## src/design/epwbb_pkg.sv

```systemverilog
// Package for the EEPROM page write-back buffer: widths, codes and the
// command/status structs shared by the controller and the datapath.
// No dependencies.
`default_nettype none

package epwbb_pkg;

  // Page size in bytes; a power of two from 2 to 32.
  localparam int unsigned PAGE_BYTES = 32;
  localparam int unsigned OFF_W      = $clog2(PAGE_BYTES);
  localparam int unsigned ADDR_W     = 16;
  localparam int unsigned TAG_W      = ADDR_W - OFF_W;
  localparam int unsigned DATA_W     = 8;
  localparam int unsigned DEV_W      = 7;
  localparam logic [DEV_W-1:0] DEV_RESET = 7'd80;

  typedef enum logic [1:0] {
    OP_READ  = 2'd0,
    OP_WRITE = 2'd1,
    OP_FLUSH = 2'd2,
    OP_FILL  = 2'd3
  } op_e;

  typedef enum logic [2:0] {
    K_READ     = 3'd0,
    K_LOAD     = 3'd1,
    K_WB_START = 3'd2,
    K_WB_BYTE  = 3'd3,
    K_FAIL     = 3'd4
  } kind_e;

  typedef enum logic [1:0] {
    RD_IN   = 2'd0,
    RD_REQ  = 2'd1,
    RD_WB   = 2'd2,
    RD_HELD = 2'd3
  } rd_sel_e;

  typedef enum logic [1:0] {
    WR_FILL = 2'd0,
    WR_REQ  = 2'd1,
    WR_HELD = 2'd2
  } wr_sel_e;

  typedef enum logic [1:0] {
    PA_TAG  = 2'd0,
    PA_HELD = 2'd1,
    PA_REQ  = 2'd2
  } pa_sel_e;

  typedef struct packed {
    logic    req_load;
    rd_sel_e rd_sel;
    logic    mem_we;
    wr_sel_e wr_sel;
    logic    set_dirty;
    logic    fill_store;
    logic    fill_done;
    logic    fail;
    logic    miss_hold;
    logic    clear_dirty;
    logic    wb_idx_clr;
    logic    wb_idx_inc;
    logic    out_load;
    kind_e   out_kind;
    pa_sel_e out_pa_sel;
    logic    out_data_rd;
    logic    out_last;
  } ctrl_cmd_t;

  typedef struct packed {
    op_e  op;
    logic fill_error;
    logic waiting;
    logic valid;
    logic dirty;
    logic hit;
    logic held_is_write;
    logic fill_last;
    logic wb_last;
    logic req_differs;
    logic held_differs;
    logic out_free;
  } ctrl_stat_t;

endpackage

`default_nettype wire

```

## src/design/epwbb_dpath.sv

```systemverilog
// Datapath of the page buffer: page store, tag and flags, held access,
// request and result registers. Driven by epwbb_ctrl; uses epwbb_pkg.
`default_nettype none

module epwbb_dpath import epwbb_pkg::*; (
  input  wire logic              clk_i,
  input  wire logic              rst_ni,
  input  wire logic [1:0]        operation_i,
  input  wire logic [ADDR_W-1:0] address_i,
  input  wire logic [DATA_W-1:0] write_data_i,
  input  wire logic [DATA_W-1:0] fill_data_i,
  input  wire logic              fill_error_i,
  input  wire logic              cfg_we_i,
  input  wire logic [DEV_W-1:0]  cfg_wdata_i,
  input  wire logic              out_stall_i,
  output logic                   out_valid_o,
  output logic [2:0]             kind_o,
  output logic [ADDR_W-1:0]      page_address_o,
  output logic [DATA_W-1:0]      data_o,
  output logic                   last_o,
  output logic [DEV_W-1:0]       bus_device_o,
  input  wire ctrl_cmd_t         cmd_i,
  output ctrl_stat_t             stat_o
);

  logic [DATA_W-1:0] mem [PAGE_BYTES];
  logic [DATA_W-1:0] rdata_q;
  logic [OFF_W-1:0]  rd_addr, wr_addr;
  logic [DATA_W-1:0] wr_data;

  op_e               req_op_q;
  logic [ADDR_W-1:0] req_addr_q;
  logic [DATA_W-1:0] req_wdata_q, req_fdata_q;
  logic              req_ferr_q;

  logic              valid_q, valid_d;
  logic              dirty_q, dirty_d;
  logic              waiting_q, waiting_d;
  logic [OFF_W-1:0]  fill_cnt_q, fill_cnt_d;
  logic [TAG_W-1:0]  tag_q, tag_d;
  logic              held_wr_q, held_wr_d;
  logic [ADDR_W-1:0] held_addr_q, held_addr_d;
  logic [DATA_W-1:0] held_data_q, held_data_d;
  logic [OFF_W-1:0]  wb_idx_q, wb_idx_d;
  logic [DEV_W-1:0]  device_q;

  logic              out_valid_q, out_valid_d;
  kind_e             out_kind_q;
  logic [ADDR_W-1:0] out_pa_q, out_pa;
  logic [DATA_W-1:0] out_data_q;
  logic              out_last_q;
  logic [DEV_W-1:0]  out_dev_q;
  logic              out_free;

  always_comb begin
    unique case (cmd_i.rd_sel)
      RD_IN:   rd_addr = address_i[OFF_W-1:0];
      RD_REQ:  rd_addr = req_addr_q[OFF_W-1:0];
      RD_WB:   rd_addr = wb_idx_q;
      RD_HELD: rd_addr = held_addr_q[OFF_W-1:0];
      default: rd_addr = req_addr_q[OFF_W-1:0];
    endcase
    unique case (cmd_i.wr_sel)
      WR_FILL: begin
        wr_addr = fill_cnt_q;
        wr_data = req_fdata_q;
      end
      WR_REQ: begin
        wr_addr = req_addr_q[OFF_W-1:0];
        wr_data = req_wdata_q;
      end
      WR_HELD: begin
        wr_addr = held_addr_q[OFF_W-1:0];
        wr_data = held_data_q;
      end
      default: begin
        wr_addr = fill_cnt_q;
        wr_data = req_fdata_q;
      end
    endcase
  end

  always_ff @(posedge clk_i) begin
    if (cmd_i.mem_we) begin
      mem[wr_addr] <= wr_data;
    end
    rdata_q <= mem[rd_addr];
  end

  always_ff @(posedge clk_i) begin
    if (cmd_i.req_load) begin
      req_op_q    <= op_e'(operation_i);
      req_addr_q  <= address_i;
      req_wdata_q <= write_data_i;
      req_fdata_q <= fill_data_i;
      req_ferr_q  <= fill_error_i;
    end
  end

  always_comb begin
    valid_d     = valid_q;
    dirty_d     = dirty_q;
    waiting_d   = waiting_q;
    fill_cnt_d  = fill_cnt_q;
    tag_d       = tag_q;
    held_wr_d   = held_wr_q;
    held_addr_d = held_addr_q;
    held_data_d = held_data_q;
    wb_idx_d    = wb_idx_q;
    if (cmd_i.fill_store) begin
      fill_cnt_d = fill_cnt_q + OFF_W'(1);
    end
    if (cmd_i.fill_done) begin
      fill_cnt_d = '0;
      waiting_d  = 1'b0;
      valid_d    = 1'b1;
      dirty_d    = 1'b0;
      tag_d      = held_addr_q[ADDR_W-1:OFF_W];
    end
    if (cmd_i.fail) begin
      valid_d    = 1'b0;
      dirty_d    = 1'b0;
      waiting_d  = 1'b0;
      fill_cnt_d = '0;
    end
    if (cmd_i.miss_hold) begin
      valid_d     = 1'b0;
      dirty_d     = 1'b0;
      waiting_d   = 1'b1;
      fill_cnt_d  = '0;
      held_wr_d   = (req_op_q == OP_WRITE);
      held_addr_d = req_addr_q;
      held_data_d = req_wdata_q;
    end
    if (cmd_i.set_dirty) begin
      dirty_d = 1'b1;
    end
    if (cmd_i.clear_dirty) begin
      dirty_d = 1'b0;
    end
    if (cmd_i.wb_idx_clr) begin
      wb_idx_d = '0;
    end else if (cmd_i.wb_idx_inc) begin
      wb_idx_d = wb_idx_q + OFF_W'(1);
    end
  end

  always_ff @(posedge clk_i or negedge rst_ni) begin
    if (!rst_ni) begin
      valid_q     <= 1'b0;
      dirty_q     <= 1'b0;
      waiting_q   <= 1'b0;
      fill_cnt_q  <= '0;
      tag_q       <= '0;
      held_wr_q   <= 1'b0;
      held_addr_q <= '0;
      held_data_q <= '0;
      wb_idx_q    <= '0;
      device_q    <= DEV_RESET;
      out_valid_q <= 1'b0;
    end else begin
      valid_q     <= valid_d;
      dirty_q     <= dirty_d;
      waiting_q   <= waiting_d;
      fill_cnt_q  <= fill_cnt_d;
      tag_q       <= tag_d;
      held_wr_q   <= held_wr_d;
      held_addr_q <= held_addr_d;
      held_data_q <= held_data_d;
      wb_idx_q    <= wb_idx_d;
      out_valid_q <= out_valid_d;
      if (cfg_we_i) begin
        device_q <= cfg_wdata_i;
      end
    end
  end

  assign out_free = !out_valid_q || !out_stall_i;

  always_comb begin
    out_valid_d = out_valid_q;
    if (cmd_i.out_load) begin
      out_valid_d = 1'b1;
    end else if (!out_stall_i) begin
      out_valid_d = 1'b0;
    end
  end

  always_comb begin
    unique case (cmd_i.out_pa_sel)
      PA_TAG:  out_pa = {tag_q, {OFF_W{1'b0}}};
      PA_HELD: out_pa = {held_addr_q[ADDR_W-1:OFF_W], {OFF_W{1'b0}}};
      PA_REQ:  out_pa = {req_addr_q[ADDR_W-1:OFF_W], {OFF_W{1'b0}}};
      default: out_pa = {tag_q, {OFF_W{1'b0}}};
    endcase
  end

  always_ff @(posedge clk_i) begin
    if (cmd_i.out_load) begin
      out_kind_q <= cmd_i.out_kind;
      out_pa_q   <= out_pa;
      out_data_q <= cmd_i.out_data_rd ? rdata_q : '0;
      out_last_q <= cmd_i.out_last;
      out_dev_q  <= device_q;
    end
  end

  assign out_valid_o    = out_valid_q;
  assign kind_o         = out_kind_q;
  assign page_address_o = out_pa_q;
  assign data_o         = out_data_q;
  assign last_o         = out_last_q;
  assign bus_device_o   = out_dev_q;

  always_comb begin
    stat_o.op            = req_op_q;
    stat_o.fill_error    = req_ferr_q;
    stat_o.waiting       = waiting_q;
    stat_o.valid         = valid_q;
    stat_o.dirty         = dirty_q;
    stat_o.hit           = valid_q && (tag_q == req_addr_q[ADDR_W-1:OFF_W]);
    stat_o.held_is_write = held_wr_q;
    stat_o.fill_last     = (fill_cnt_q == OFF_W'(PAGE_BYTES - 1));
    stat_o.wb_last       = (wb_idx_q == OFF_W'(PAGE_BYTES - 1));
    stat_o.req_differs   = (rdata_q != req_wdata_q);
    stat_o.held_differs  = (rdata_q != held_data_q);
    stat_o.out_free      = out_free;
  end

`ifndef SYNTHESIS
  a_dirty_needs_valid: assert property (@(posedge clk_i) disable iff (!rst_ni)
    dirty_q |-> valid_q)
    else $error("dirty flag set without a valid page");
  a_no_page_while_loading: assert property (@(posedge clk_i) disable iff (!rst_ni)
    waiting_q |-> !valid_q)
    else $error("page valid while a load is pending");
`endif

endmodule

`default_nettype wire

```

## src/design/epwbb_ctrl.sv

```systemverilog
// Controller of the page buffer: decodes each request and sequences hits,
// write-backs, load requests and fills. Commands epwbb_dpath; uses epwbb_pkg.
`default_nettype none

module epwbb_ctrl import epwbb_pkg::*; (
  input  wire logic       clk_i,
  input  wire logic       rst_ni,
  input  wire logic       in_valid_i,
  output logic            in_stall_o,
  input  wire ctrl_stat_t stat_i,
  output ctrl_cmd_t       cmd_o
);

  localparam logic [2:0] S_IDLE     = 3'd0;
  localparam logic [2:0] S_EVAL     = 3'd1;
  localparam logic [2:0] S_WB_START = 3'd2;
  localparam logic [2:0] S_WB_RD    = 3'd3;
  localparam logic [2:0] S_WB_OUT   = 3'd4;
  localparam logic [2:0] S_LOAD     = 3'd5;
  localparam logic [2:0] S_HELD_RD  = 3'd6;
  localparam logic [2:0] S_HELD_DO  = 3'd7;

  logic [2:0] state_q, state_d;

  assign in_stall_o = (state_q != S_IDLE);

  always_comb begin
    state_d           = state_q;
    cmd_o.req_load    = 1'b0;
    cmd_o.rd_sel      = RD_REQ;
    cmd_o.mem_we      = 1'b0;
    cmd_o.wr_sel      = WR_FILL;
    cmd_o.set_dirty   = 1'b0;
    cmd_o.fill_store  = 1'b0;
    cmd_o.fill_done   = 1'b0;
    cmd_o.fail        = 1'b0;
    cmd_o.miss_hold   = 1'b0;
    cmd_o.clear_dirty = 1'b0;
    cmd_o.wb_idx_clr  = 1'b0;
    cmd_o.wb_idx_inc  = 1'b0;
    cmd_o.out_load    = 1'b0;
    cmd_o.out_kind    = K_READ;
    cmd_o.out_pa_sel  = PA_TAG;
    cmd_o.out_data_rd = 1'b0;
    cmd_o.out_last    = 1'b1;

    unique case (state_q)
      S_IDLE: begin
        cmd_o.rd_sel = RD_IN;
        if (in_valid_i) begin
          cmd_o.req_load = 1'b1;
          state_d        = S_EVAL;
        end
      end

      S_EVAL: begin
        if (stat_i.waiting) begin
          if (stat_i.op != OP_FILL) begin
            state_d = S_IDLE;
          end else if (stat_i.fill_error) begin
            if (stat_i.out_free) begin
              cmd_o.out_load   = 1'b1;
              cmd_o.out_kind   = K_FAIL;
              cmd_o.out_pa_sel = PA_HELD;
              cmd_o.fail       = 1'b1;
              state_d          = S_IDLE;
            end
          end else begin
            cmd_o.mem_we     = 1'b1;
            cmd_o.wr_sel     = WR_FILL;
            cmd_o.fill_store = 1'b1;
            if (stat_i.fill_last) begin
              cmd_o.fill_done = 1'b1;
              state_d         = S_HELD_RD;
            end else begin
              state_d = S_IDLE;
            end
          end
        end else begin
          unique case (stat_i.op)
            OP_FILL: state_d = S_IDLE;
            OP_FLUSH: begin
              state_d = (stat_i.valid && stat_i.dirty) ? S_WB_START : S_IDLE;
            end
            OP_READ, OP_WRITE: begin
              if (stat_i.hit) begin
                if (stat_i.op == OP_WRITE) begin
                  if (stat_i.req_differs) begin
                    cmd_o.mem_we    = 1'b1;
                    cmd_o.wr_sel    = WR_REQ;
                    cmd_o.set_dirty = 1'b1;
                  end
                  state_d = S_IDLE;
                end else if (stat_i.out_free) begin
                  cmd_o.out_load    = 1'b1;
                  cmd_o.out_kind    = K_READ;
                  cmd_o.out_pa_sel  = PA_TAG;
                  cmd_o.out_data_rd = 1'b1;
                  state_d           = S_IDLE;
                end
              end else begin
                state_d = (stat_i.valid && stat_i.dirty) ? S_WB_START : S_LOAD;
              end
            end
            default: state_d = S_IDLE;
          endcase
        end
      end

      S_WB_START: begin
        if (stat_i.out_free) begin
          cmd_o.out_load   = 1'b1;
          cmd_o.out_kind   = K_WB_START;
          cmd_o.out_pa_sel = PA_TAG;
          cmd_o.out_last   = 1'b0;
          cmd_o.wb_idx_clr = 1'b1;
          state_d          = S_WB_RD;
        end
      end

      S_WB_RD: begin
        cmd_o.rd_sel = RD_WB;
        state_d      = S_WB_OUT;
      end

      S_WB_OUT: begin
        cmd_o.rd_sel = RD_WB;
        if (stat_i.out_free) begin
          cmd_o.out_load    = 1'b1;
          cmd_o.out_kind    = K_WB_BYTE;
          cmd_o.out_pa_sel  = PA_TAG;
          cmd_o.out_data_rd = 1'b1;
          cmd_o.out_last    = stat_i.wb_last;
          if (stat_i.wb_last) begin
            cmd_o.clear_dirty = 1'b1;
            state_d           = (stat_i.op == OP_FLUSH) ? S_IDLE : S_LOAD;
          end else begin
            cmd_o.wb_idx_inc = 1'b1;
            state_d          = S_WB_RD;
          end
        end
      end

      S_LOAD: begin
        if (stat_i.out_free) begin
          cmd_o.out_load   = 1'b1;
          cmd_o.out_kind   = K_LOAD;
          cmd_o.out_pa_sel = PA_REQ;
          cmd_o.miss_hold  = 1'b1;
          state_d          = S_IDLE;
        end
      end

      S_HELD_RD: begin
        cmd_o.rd_sel = RD_HELD;
        state_d      = S_HELD_DO;
      end

      S_HELD_DO: begin
        cmd_o.rd_sel = RD_HELD;
        if (stat_i.held_is_write) begin
          if (stat_i.held_differs) begin
            cmd_o.mem_we    = 1'b1;
            cmd_o.wr_sel    = WR_HELD;
            cmd_o.set_dirty = 1'b1;
          end
          state_d = S_IDLE;
        end else if (stat_i.out_free) begin
          cmd_o.out_load    = 1'b1;
          cmd_o.out_kind    = K_READ;
          cmd_o.out_pa_sel  = PA_TAG;
          cmd_o.out_data_rd = 1'b1;
          state_d           = S_IDLE;
        end
      end

      default: state_d = S_IDLE;
    endcase
  end

  always_ff @(posedge clk_i or negedge rst_ni) begin
    if (!rst_ni) begin
      state_q <= S_IDLE;
    end else begin
      state_q <= state_d;
    end
  end

`ifndef SYNTHESIS
  a_no_result_overwrite: assert property (@(posedge clk_i) disable iff (!rst_ni)
    cmd_o.out_load |-> stat_i.out_free)
    else $error("result register loaded while still occupied");
  a_wb_end: assert property (@(posedge clk_i) disable iff (!rst_ni)
    (state_q == S_WB_OUT) && stat_i.out_free && stat_i.wb_last
      |=> (state_q == S_IDLE) || (state_q == S_LOAD))
    else $error("write-back did not end in idle or load");
  a_fill_last_read: assert property (@(posedge clk_i) disable iff (!rst_ni)
    (state_q == S_HELD_RD) |-> stat_i.valid && !stat_i.waiting)
    else $error("held access resumed without a loaded page");
`endif

endmodule

`default_nettype wire

```

## src/design/eeprom_page_write_back_buffer_unit.sv

```systemverilog
// Buffers one EEPROM page of PAGE_BYTES bytes for byte reads and writes. One request at
// a time: a request is taken in idle and decoded the next cycle; a held
// access finishing a load first reads the page store, then completes. A miss
// on a dirty page writes the page back first: a start result, then each byte
// read through the single read port of the page store and then put out,
// then the load request. Results sit in an output register; a stall there
// holds the controller.
// Depends on epwbb_pkg, epwbb_ctrl and epwbb_dpath.
`default_nettype none

module eeprom_page_write_back_buffer_unit import epwbb_pkg::*; (
  input  wire logic              clk_i,
  input  wire logic              rst_ni,
  input  wire logic              cfg_we_i,
  input  wire logic [DEV_W-1:0]  cfg_wdata_i,
  input  wire logic              in_valid_i,
  output logic                   in_stall_o,
  input  wire logic [1:0]        operation_i,
  input  wire logic [ADDR_W-1:0] address_i,
  input  wire logic [DATA_W-1:0] write_data_i,
  input  wire logic [DATA_W-1:0] fill_data_i,
  input  wire logic              fill_error_i,
  output logic                   out_valid_o,
  input  wire logic              out_stall_i,
  output logic [2:0]             kind_o,
  output logic [ADDR_W-1:0]      page_address_o,
  output logic [DATA_W-1:0]      data_o,
  output logic                   last_o,
  output logic [DEV_W-1:0]       bus_device_o
);

  ctrl_cmd_t  cmd;
  ctrl_stat_t stat;

  epwbb_ctrl u_ctrl (
    .clk_i      (clk_i),
    .rst_ni     (rst_ni),
    .in_valid_i (in_valid_i),
    .in_stall_o (in_stall_o),
    .stat_i     (stat),
    .cmd_o      (cmd)
  );

  epwbb_dpath u_dpath (
    .clk_i          (clk_i),
    .rst_ni         (rst_ni),
    .operation_i    (operation_i),
    .address_i      (address_i),
    .write_data_i   (write_data_i),
    .fill_data_i    (fill_data_i),
    .fill_error_i   (fill_error_i),
    .cfg_we_i       (cfg_we_i),
    .cfg_wdata_i    (cfg_wdata_i),
    .out_stall_i    (out_stall_i),
    .out_valid_o    (out_valid_o),
    .kind_o         (kind_o),
    .page_address_o (page_address_o),
    .data_o         (data_o),
    .last_o         (last_o),
    .bus_device_o   (bus_device_o),
    .cmd_i          (cmd),
    .stat_o         (stat)
  );

endmodule

`default_nettype wire
```

## config.mk

```make
export PLATFORM = sky130hd
export DESIGN_NAME = eeprom_page_write_back_buffer_unit
export DESIGN_NICKNAME = d
export VERILOG_FILES = /design/src/design/epwbb_pkg.sv /design/src/design/epwbb_dpath.sv /design/src/design/epwbb_ctrl.sv /design/src/design/eeprom_page_write_back_buffer_unit.sv
export SDC_FILE = /design/constraint.sdc
export NUM_CORES = 1
export LEC_CHECK = 0
export BUFFER_PORTS_ARGS = -buffer_cell sky130_fd_sc_hd__buf_2
export CAP_MARGIN = 10
export CORE_UTILIZATION = 40
export DETAILED_ROUTE_END_ITERATION = 12
export SYNTH_ARGS = -nofsm -noshare
export SYNTH_HDL_FRONTEND = slang
export SYNTH_SLANG_ARGS = --single-unit
```

## constraint.sdc

```tcl
create_clock -name clk_i -period 5.3 [get_ports clk_i]
set_input_delay 0.795 -clock clk_i [delete_from_list [all_inputs] [get_ports clk_i]]
set_output_delay 0.795 -clock clk_i [all_outputs]
set_load 0.05 [all_outputs]
```

==> summary.json, run 1 <==
{
  "floorplan": {
    "die_area_mm2": 0.0418,
    "floorplan.die.width_um": 204,
    "design.core.area_mm2": 0.0401,
    "initial_utilization_pct": 40.9,
    "core.rowCount": 73,
    "ios": 84,
    "dieHeight_um": 204
  },
  "synth": {
    "yosys_most_used_dff": "sky130_fd_sc_hd__edfxtp_1",
    "yosysTopAreaCell": "sky130_fd_sc_hd__edfxtp_1",
    "syn_avg_cell_area_um2": 12.9,
    "postSynthCellCount": 1276,
    "largest_cells_by_area_after_synthesis": "sky130_fd_sc_hd__edfxtp_1 59%, sky130_fd_sc_hd__dfrtp_1 8.9%, sky130_fd_sc_hd__nand2_1 6.2%, sky130_fd_sc_hd__a21oi_1 1.9%, sky130_fd_sc_hd__mux2_2 1.6%",
    "synthesis.yosys.warnings": 0,
    "synth.yosys.seq_area_share_pct": 68.9,
    "synth_cell_types": 60,
    "netlist.area_leader.share_pct": 58.8,
    "ys_async_sr_fraction_pct": 15.4,
    "synth_edf_count": 321,
    "synthesis.area_mm2": 0.0164,
    "synth.ff_latch_count": 389
  },
  "sta": {
    "timing.max_slew.rel_slack_pct": 23.3,
    "min_period_ns": 4.39,
    "fmax_mhz": 228,
    "finalMaxSlewViolations": 0,
    "clock-skew-final_ns": 0.0206,
    "timing.final.setup_violations": 0,
    "fin_hold_ws_ns": 0.248,
    "timing_hold_violations_final": 0,
    "final_clock_period_utilization_by_the_worst_path_pct": 82.9,
    "final_sum_of_negative_setup_slack_ns": 0,
    "rsz0062_at_grt": "false",
    "worst_pin_slew_ns": 1.15
  },
  "clock_network": {
    "holdBufCountCts": 0,
    "h-tree-depth": 2,
    "post_cts_buffers": 0,
    "clock-root-buffer": "sky130_fd_sc_hd__clkbuf_16",
    "clock_pin_slew_on_the_worst_setup_and_hold_paths_ns": 0.06,
    "post_cts_resized": 0,
    "clock_sinks": 389,
    "worstSkewPairLatency_ns": 0.54,
    "ctsLongestPathBuffers": 3,
    "tritoncts": "yes",
    "cts_made_buffers": 40
  },
  "critical_path": {
    "reg2reg_depth": 10,
    "critical_path.max_stage_delay_ns": 0.77,
    "startpoint": "u_dpath.req_addr_q[14]",
    "worstPathCellList": "xnor2_1, nand4_1, nor3_1, nand2_1, inv_1, ha_1, nor2_1, a21oi_1, nand3b_1, nor2_1",
    "timing.rr.start": "u_dpath.req_addr_q[14]",
    "r2r_setup_slack_ns": 0.91,
    "critical-path-slowest-cell": "sky130_fd_sc_hd__ha_1",
    "critPathArrivalTime_ns": 4.56,
    "timing.rr.end": "u_dpath.mem[12][6]",
    "setup.worst_path.end_class": "flop",
    "worstSetupPathType": "reg2reg",
    "setup.worst_path.start_class": "flop",
    "worst_ep_required_time_ns": 5.47,
    "critical_path.endpoint": "u_dpath.mem[12][6]",
    "path_max_fanout": 27,
    "crit_top_cell": "sky130_fd_sc_hd__nor2_1"
  },
  "placed_design": {
    "numPlacedInstances": 1835,
    "finalWeightedCongestion": 0.937,
    "port_buffer_cells": 78,
    "dp_hpwl_um": 25700
  },
  "cells_and_area": {
    "final_core_util_pct": 46.2,
    "fin_nets": 1407,
    "area_delta_synth_final_pct": 13.0,
    "final.fill_count": 3562,
    "layout-drive-gt1-share_pct": 15.6,
    "finalNonFillerCells": 1909
  },
  "run_status": {
    "outcome": "finished, final reports clean"
  },
  "detailed_routing": {
    "detail-route-antenna-nets": 0,
    "via_per_inst": 5.47,
    "final_routed_drc_violation_total": 0,
    "drt-wirelength-per-cell_um": 21.0,
    "via_count": 10500,
    "detailedRoute.firstPassIterationCount": 5,
    "initial_detailed_routing_violation_count": 905,
    "finalWirelength_um": 40100
  },
  "grt": {
    "grt_max_degree": 54,
    "grt_pass1_vias": 10300,
    "groute.usage.overall_pct": 19.4,
    "grt-ovfl-total": 0,
    "wire_length_of_the_first_global_routing_pass_um": 61100,
    "antenna_found_initial": 1
  },
  "pwr": {
    "p_leak_nw": 6.58,
    "ir_worst_vdd_v": 0.000304,
    "power_density_mw_per_mm2": 600
  },
  "flow_run": {
    "maxCapViolCount": 0
  },
  "min_path": {
    "worstHoldPathType": "in2async"
  }
}
registers in the layout, indices dropped and copies added (netlist names), 11 cells and up:
signal                  flops
u_dpath.mem               256
u_dpath.held_addr_q        16
u_dpath.req_addr_q         16
u_dpath.page_address_o     11
u_dpath.tag_q              11
area by class of cell:
class | count | area [µm²] | area share (%)
Sequential cell | 389 | 11300 | 61.0
Multi-Input combinational cell | 804 | 4710 | 25.4
Clock buffer | 59 | 1130 | 6.13
Tap cell | 525 | 657 | 3.55
Timing Repair Buffer | 100 | 556 | 3.00
Clock inverter | 14 | 101 | 0.547
Inverter | 17 | 63.8 | 0.344
Antenna cell | 1 | 2.50 | 0.0135
cell usage in the layout (no fill, tap or decap), types with 15 or more instances in the layout:
master | netlist | final
sky130_fd_sc_hd__buf_4 | 11 | 22
sky130_fd_sc_hd__clkbuf_1 | 32 | 15
sky130_fd_sc_hd__o211ai_1 | 22 | 22
sky130_fd_sc_hd__buf_2 | 16 | 78
sky130_fd_sc_hd__a21boi_0 | 25 | 25
sky130_fd_sc_hd__nand3_1 | 25 | 25
sky130_fd_sc_hd__dfrtp_1 | 58 | 58
sky130_fd_sc_hd__a32oi_1 | 17 | 17
sky130_fd_sc_hd__a21oi_1 | 63 | 63
sky130_fd_sc_hd__nor2_1 | 66 | 65
sky130_fd_sc_hd__nor3_1 | 16 | 16
sky130_fd_sc_hd__inv_1 | 16 | 16
sky130_fd_sc_hd__nand4_1 | 18 | 18
sky130_fd_sc_hd__edfxtp_1 | 321 | 321
sky130_fd_sc_hd__mux2i_1 | 20 | 20
sky130_fd_sc_hd__o21ai_0 | 40 | 31
sky130_fd_sc_hd__a211oi_1 | 22 | 22
sky130_fd_sc_hd__nand2_1 | 272 | 271
sky130_fd_sc_hd__clkbuf_16 | 0 | 42
sky130_fd_sc_hd__xnor2_1 | 29 | 29
sky130_fd_sc_hd__a22oi_1 | 32 | 32
sky130_fd_sc_hd__mux2_2 | 24 | 24
cells by family (layout without fill, tap and decap cells):
family          after synthesis  after routing  share of synthesized area [%]
flops                       389            389                           68.9
mux                          44             44                           2.87
fa+ha+maj                     8              8                          0.610
simple gates                458            458                           12.4
buf+inv                      87            190                           2.73
compound gates              258            258                           10.7
xor+xnor                     31             31                           1.66
other cells                   1              6                         0.0229
synthesized netlist by cell type (all sizes together), types with 26 or more instances:
cell type / count
xnor2: 29
o21ai: 41
a211oi: 26
edfxtp: 321
nand3: 26
nand2: 274
nor2: 68
a22oi: 32
dfrtp: 58
clkbuf: 32
a21oi: 63
buf: 38
routing by layer:
metal  wire, µm  vias to the layer above  track usage, %
li1           -                     4869               -
met1      17400                     5118            26.4
met2      18900                      370            31.3
met3       2530                       93            3.16
met4       1290                        0            7.20
met5          0                        -               0
how the worst min path moves through the flow:
| stage | from | endpoint | slack (ns) |
|---|---|---|---|
| 2_1_floorplan | u_dpath.device_q[0] | u_dpath.bus_device_o[0] | 0.42 |
| 3_3_place_gp | u_dpath.device_q[1] | u_dpath.bus_device_o[1] | 0.42 |
| 3_5_place_dp | u_dpath.device_q[0] | u_dpath.bus_device_o[0] | 0.43 |
| 4_1_cts | rst_ni | u_dpath.held_addr_q[14] | 0.25 |
| 5_1_grt | rst_ni | u_dpath.tag_q[5] | 0.28 |
| 6_report | rst_ni | u_dpath.held_addr_q[14] | 0.25 |
metrics by stage:
step | total power [mW] | area, µm² | setup WS (ns)
after global placement | 8.49 | 17300 | 1.11
final | 11.1 | 18500 | 0.905
after floorplan | 7.26 | 16400 | 0.944
after global routing | 11.7 | 18500 | 0.594
after detailed placement | 8.51 | 17300 | 0.976
after CTS | 11.2 | 18500 | 0.958
where the power goes:
group | internal [mW] | total [mW] | switching (mW)
sequential | 3.81 | 4.05 | 0.239
clock | 1.53 | 2.66 | 1.13
combinational | 1.25 | 4.41 | 3.16
worst max-delay path, delay by kind of cell, from the launching register on:
family | cells | cell delay [ns]
compound gates | 1 | 0.31
simple gates | 6 | 2.20
flops | 1 | 0.43
fa+ha+maj | 1 | 0.77
xor+xnor | 1 | 0.20
buf+inv | 1 | 0.10
Power figures use the tool's default switching activity.
==> run 2: changes to the inputs <==
- clock period: 5.3 -> 3.8 ns (I/O delays scaled with it)
==> run 2 against run 1 <==
Net effect: total power increased by 44%; hold slack got worse by 0.12 ns; via count increased by 1.7%; largest cell class unchanged; combinational power increased by 45%; maximum frequency increased by 23%; sequential power increased by 40%.
==> summary.json, run 2 (synthesized netlist as in run 1, its figures left out) <==
{
  "critical_path": {
    "worstSetupPathType": "reg2reg",
    "worst_ep_required_time": {"value": 3.97, "unit": "ns", "change": "-1.50 ns"},
    "path_max_fanout": {"value": 19, "change": "-30%"},
    "critical-path-slowest-cell": "sky130_fd_sc_hd__nor2_1",
    "setup.worst_path.end_class": "flop",
    "r2r_setup_slack": {"value": 0.22, "unit": "ns", "change": "-0.68 ns"},
    "worstPathBufferInverterCount": {"value": 2, "change": "+1"},
    "worstPathCellList": "xnor2_1, nand4_1, nor3_1, nand2_1, inv_1, ha_1, buf_4, nand2_1, o21ai_0, nand3_1, nor2_1",
    "critical-path-top-delay-family": "simple AND/OR/NAND/NOR gates",
    "crit_top_cell": "sky130_fd_sc_hd__nand2_1",
    "critical_path.max_stage_delay": {"value": 0.64, "unit": "ns", "change": "-0.13 ns"},
    "setup.worst_path.start_class": "flop",
    "critPathArrivalTime": {"value": 3.75, "unit": "ns", "change": "-0.81 ns"}
  },
  "flow_run": {
    "maxCapViolCount": {"value": 0, "change": "unchanged"}
  },
  "floorplan": {
    "dieHeight": {"value": 204, "unit": "µm", "change": "unchanged"},
    "ios": {"value": 84, "change": "unchanged"},
    "core.rowCount": {"value": 73, "change": "unchanged"},
    "die_area": {"value": 0.0418, "unit": "mm²", "change": "unchanged"},
    "design.core.area": {"value": 0.0401, "unit": "mm²", "change": "unchanged"},
    "floorplan.die.width": {"value": 204, "unit": "µm", "change": "unchanged"},
    "initial_utilization": {"value": 40.9, "unit": "%", "change": "unchanged"}
  },
  "sta": {
    "timing.final.setup_violations": {"value": 0, "change": "unchanged"},
    "worst_pin_slew": {"value": 0.946, "unit": "ns", "change": "-0.205 ns"},
    "finalMaxSlewViolations": {"value": 0, "change": "unchanged"},
    "timing.max_slew.rel_slack": {"value": 36.4, "unit": "%", "change": "+13 points"},
    "final_clock_period_utilization_by_the_worst_path": {"value": 94.2, "unit": "%", "change": "+11 points"},
    "timing_hold_violations_final": {"value": 0, "change": "unchanged"},
    "rsz0062_at_grt": "true",
    "min_period": {"value": 3.58, "unit": "ns", "change": "-0.817 ns"},
    "clock-skew-final": {"value": 0.0172, "unit": "ns", "change": "-0.00341 ns"},
    "fmax": {"value": 279, "unit": "MHz", "change": "+23%"},
    "worst_setup_margin": {"value": 0.222, "unit": "ns", "change": "-0.683 ns"}
  },
  "cells_and_area": {
    "final_core_util": {"value": 47.4, "unit": "%", "change": "+1.2 points"},
    "area_delta_synth_final_pct": 16.0,
    "finalNonFillerCells": {"value": 1958, "change": "+2.6%"},
    "layout-drive-gt1-share": {"value": 18.9, "unit": "%", "change": "+3.3 points"},
    "finalInstanceArea": {"value": 0.0190, "unit": "mm²", "change": "+2.7%"},
    "largest_register_ff_count": {"value": 256, "change": "unchanged"},
    "commonest_cells_after_routing_fill_and_taps_aside": "321 x sky130_fd_sc_hd__edfxtp_1, 271 x sky130_fd_sc_hd__nand2_1, 78 x sky130_fd_sc_hd__buf_2",
    "most_flop_heavy_register": "u_dpath.mem",
    "most_common_cell_after_layout_fill_and_taps_aside": "sky130_fd_sc_hd__edfxtp_1",
    "fin_nets": {"value": 1454, "change": "+3.3%"},
    "final.fill_count": {"value": 3554, "change": "-0.22%"},
    "largest_registers": "u_dpath.mem x256, u_dpath.held_addr_q x16, u_dpath.req_addr_q x16"
  },
  "placed_design": {
    "port_buffer_cells": {"value": 78, "change": "unchanged"},
    "placed_area": {"value": 0.0177, "unit": "mm²", "change": "+2.1%"},
    "finalWeightedCongestion": {"value": 0.900, "change": "-3.9%"},
    "numPlacedInstances": {"value": 1879, "change": "+2.4%"},
    "dp_worst_setup_slack": {"value": 0.268, "unit": "ns", "change": "-0.708 ns"},
    "dp_hpwl": {"value": 26400, "unit": "µm", "change": "+2.7%"}
  },
  "run_status": {
    "outcome": "finished, final reports clean"
  },
  "grt": {
    "grt-ovfl-total": {"value": 0, "change": "unchanged"},
    "grt_pass1_vias": {"value": 10500, "change": "+2.0%"},
    "groute.usage.overall": {"value": 19.8, "unit": "%", "change": "+0.32 points"},
    "wire_length_of_the_first_global_routing_pass": {"value": 62300, "unit": "µm", "change": "+1.9%"},
    "antenna_found_initial": {"value": 1, "change": "unchanged"},
    "grt_max_degree": {"value": 75, "change": "+39%"}
  },
  "min_path": {
    "worstHoldPathType": "in2async"
  },
  "clock_network": {
    "clock_pin_slew_on_the_worst_setup_and_hold_paths": {"value": 0.06, "unit": "ns", "change": "about the same"},
    "worstSkewPairLatency": {"value": 0.55, "unit": "ns", "change": "about the same"},
    "clock-root-buffer": "sky130_fd_sc_hd__clkbuf_16",
    "tritoncts": "yes",
    "ctsLongestPathBuffers": {"value": 3, "change": "unchanged"},
    "clock_sinks": {"value": 389, "change": "unchanged"},
    "h-tree-depth": {"value": 2, "change": "unchanged"},
    "cts_made_buffers": {"value": 43, "change": "+7.5%"}
  },
  "detailed_routing": {
    "detail-route-antenna-nets": {"value": 0, "change": "unchanged"},
    "finalWirelength": {"value": 40400, "unit": "µm", "change": "+0.76%"},
    "initial_detailed_routing_violation_count": {"value": 988, "change": "+9.2%"},
    "final_routed_drc_violation_total": {"value": 0, "change": "unchanged"},
    "drt-wirelength-per-cell": {"value": 20.7, "unit": "µm", "change": "-1.8%"},
    "detailedRoute.firstPassIterationCount": {"value": 6, "change": "+1"},
    "via_count": {"value": 10600, "change": "+1.7%"},
    "via_per_inst": {"value": 5.43, "change": "-0.88%"}
  },
  "pwr": {
    "p_leak": {"value": 6.87, "unit": "nW", "change": "+4.4%"},
    "power_density": {"value": 839, "unit": "mW/mm²", "change": "+40%"},
    "ir_worst_vdd": {"value": 0.000465, "unit": "V", "change": "+53%"}
  }
}
-- run 2: cell count changes in the layout (fill, tap and decap cells not counted), sizes merged --
cell	before	now
buf	100	144
clkbuf	59	61
inv	17	18
clkinv	12	13
clkinvlp	1	2
-- run 2: power by group --
part	switching (mW)	leakage, nW	internal, mW
registers	0.336	3.76	5.31
clock network	1.63	0.648	2.31
logic	4.46	2.47	1.92
total	6.43	6.87	9.54
-- run 2: metrics by stage --
stage                     total power [mW]  hold slack [ns]  setup TNS (ns)
after floorplan                       10.1            0.274           -4.99
after global placement                12.0            0.423               0
after detailed placement              12.1            0.435               0
after CTS                             16.0            0.143               0
after global routing                  16.8            0.173           -1.63
final                                 16.0            0.129               0
-- run 2: path summary, 6_finish.rpt --
kind,from,end,depth (start not counted)
max reg2reg,u_dpath.req_addr_q[12],u_dpath.mem[24][7],11
min,rst_ni,u_dpath.held_addr_q[10],1
max,u_dpath.req_addr_q[12],u_dpath.mem[24][7],11
min in group clk_i,fill_data_i[7],u_dpath.req_fdata_q[7],1
max in group asynchronous,rst_ni,u_ctrl.state_q[0],2
min reg2reg,u_dpath.device_q[3],u_dpath.bus_device_o[3],0
-- run 2: cell type report --
class | instances | area, µm² | area share [%]
flip-flops and latches | 389 | 11300 | 59.4
well taps | 525 | 657 | 3.45
diodes | 1 | 2.50 | 0.0132
clock buffers | 61 | 1220 | 6.44
repair buffers | 144 | 923 | 4.86
clock inverters | 17 | 118 | 0.618
multi-input cells | 804 | 4730 | 24.8
inverters | 17 | 63.8 | 0.336
-- run 2: timing repair --
| item | CTS | global route |
|---|---|---|
| buffers inserted | 0 | 0 |
| endpoints found under the hold margin | 0 | 0 |
| hold buffers | 0 | 0 |
| setup endpoints to repair | 0 | 65 |
| gates resized for setup | 0 | 6 |
-- run 2: per-layer routing --
metal	track usage (%)	share of wire, %	vias up	wire [µm]
met3	3.38	6.2	91	2530
met1	27.4	44	5232	17900
met4	6.93	3.2	0	1300
met5	0	0	-	0
li1	-	-	4938	-
met2	31.3	46	363	18700
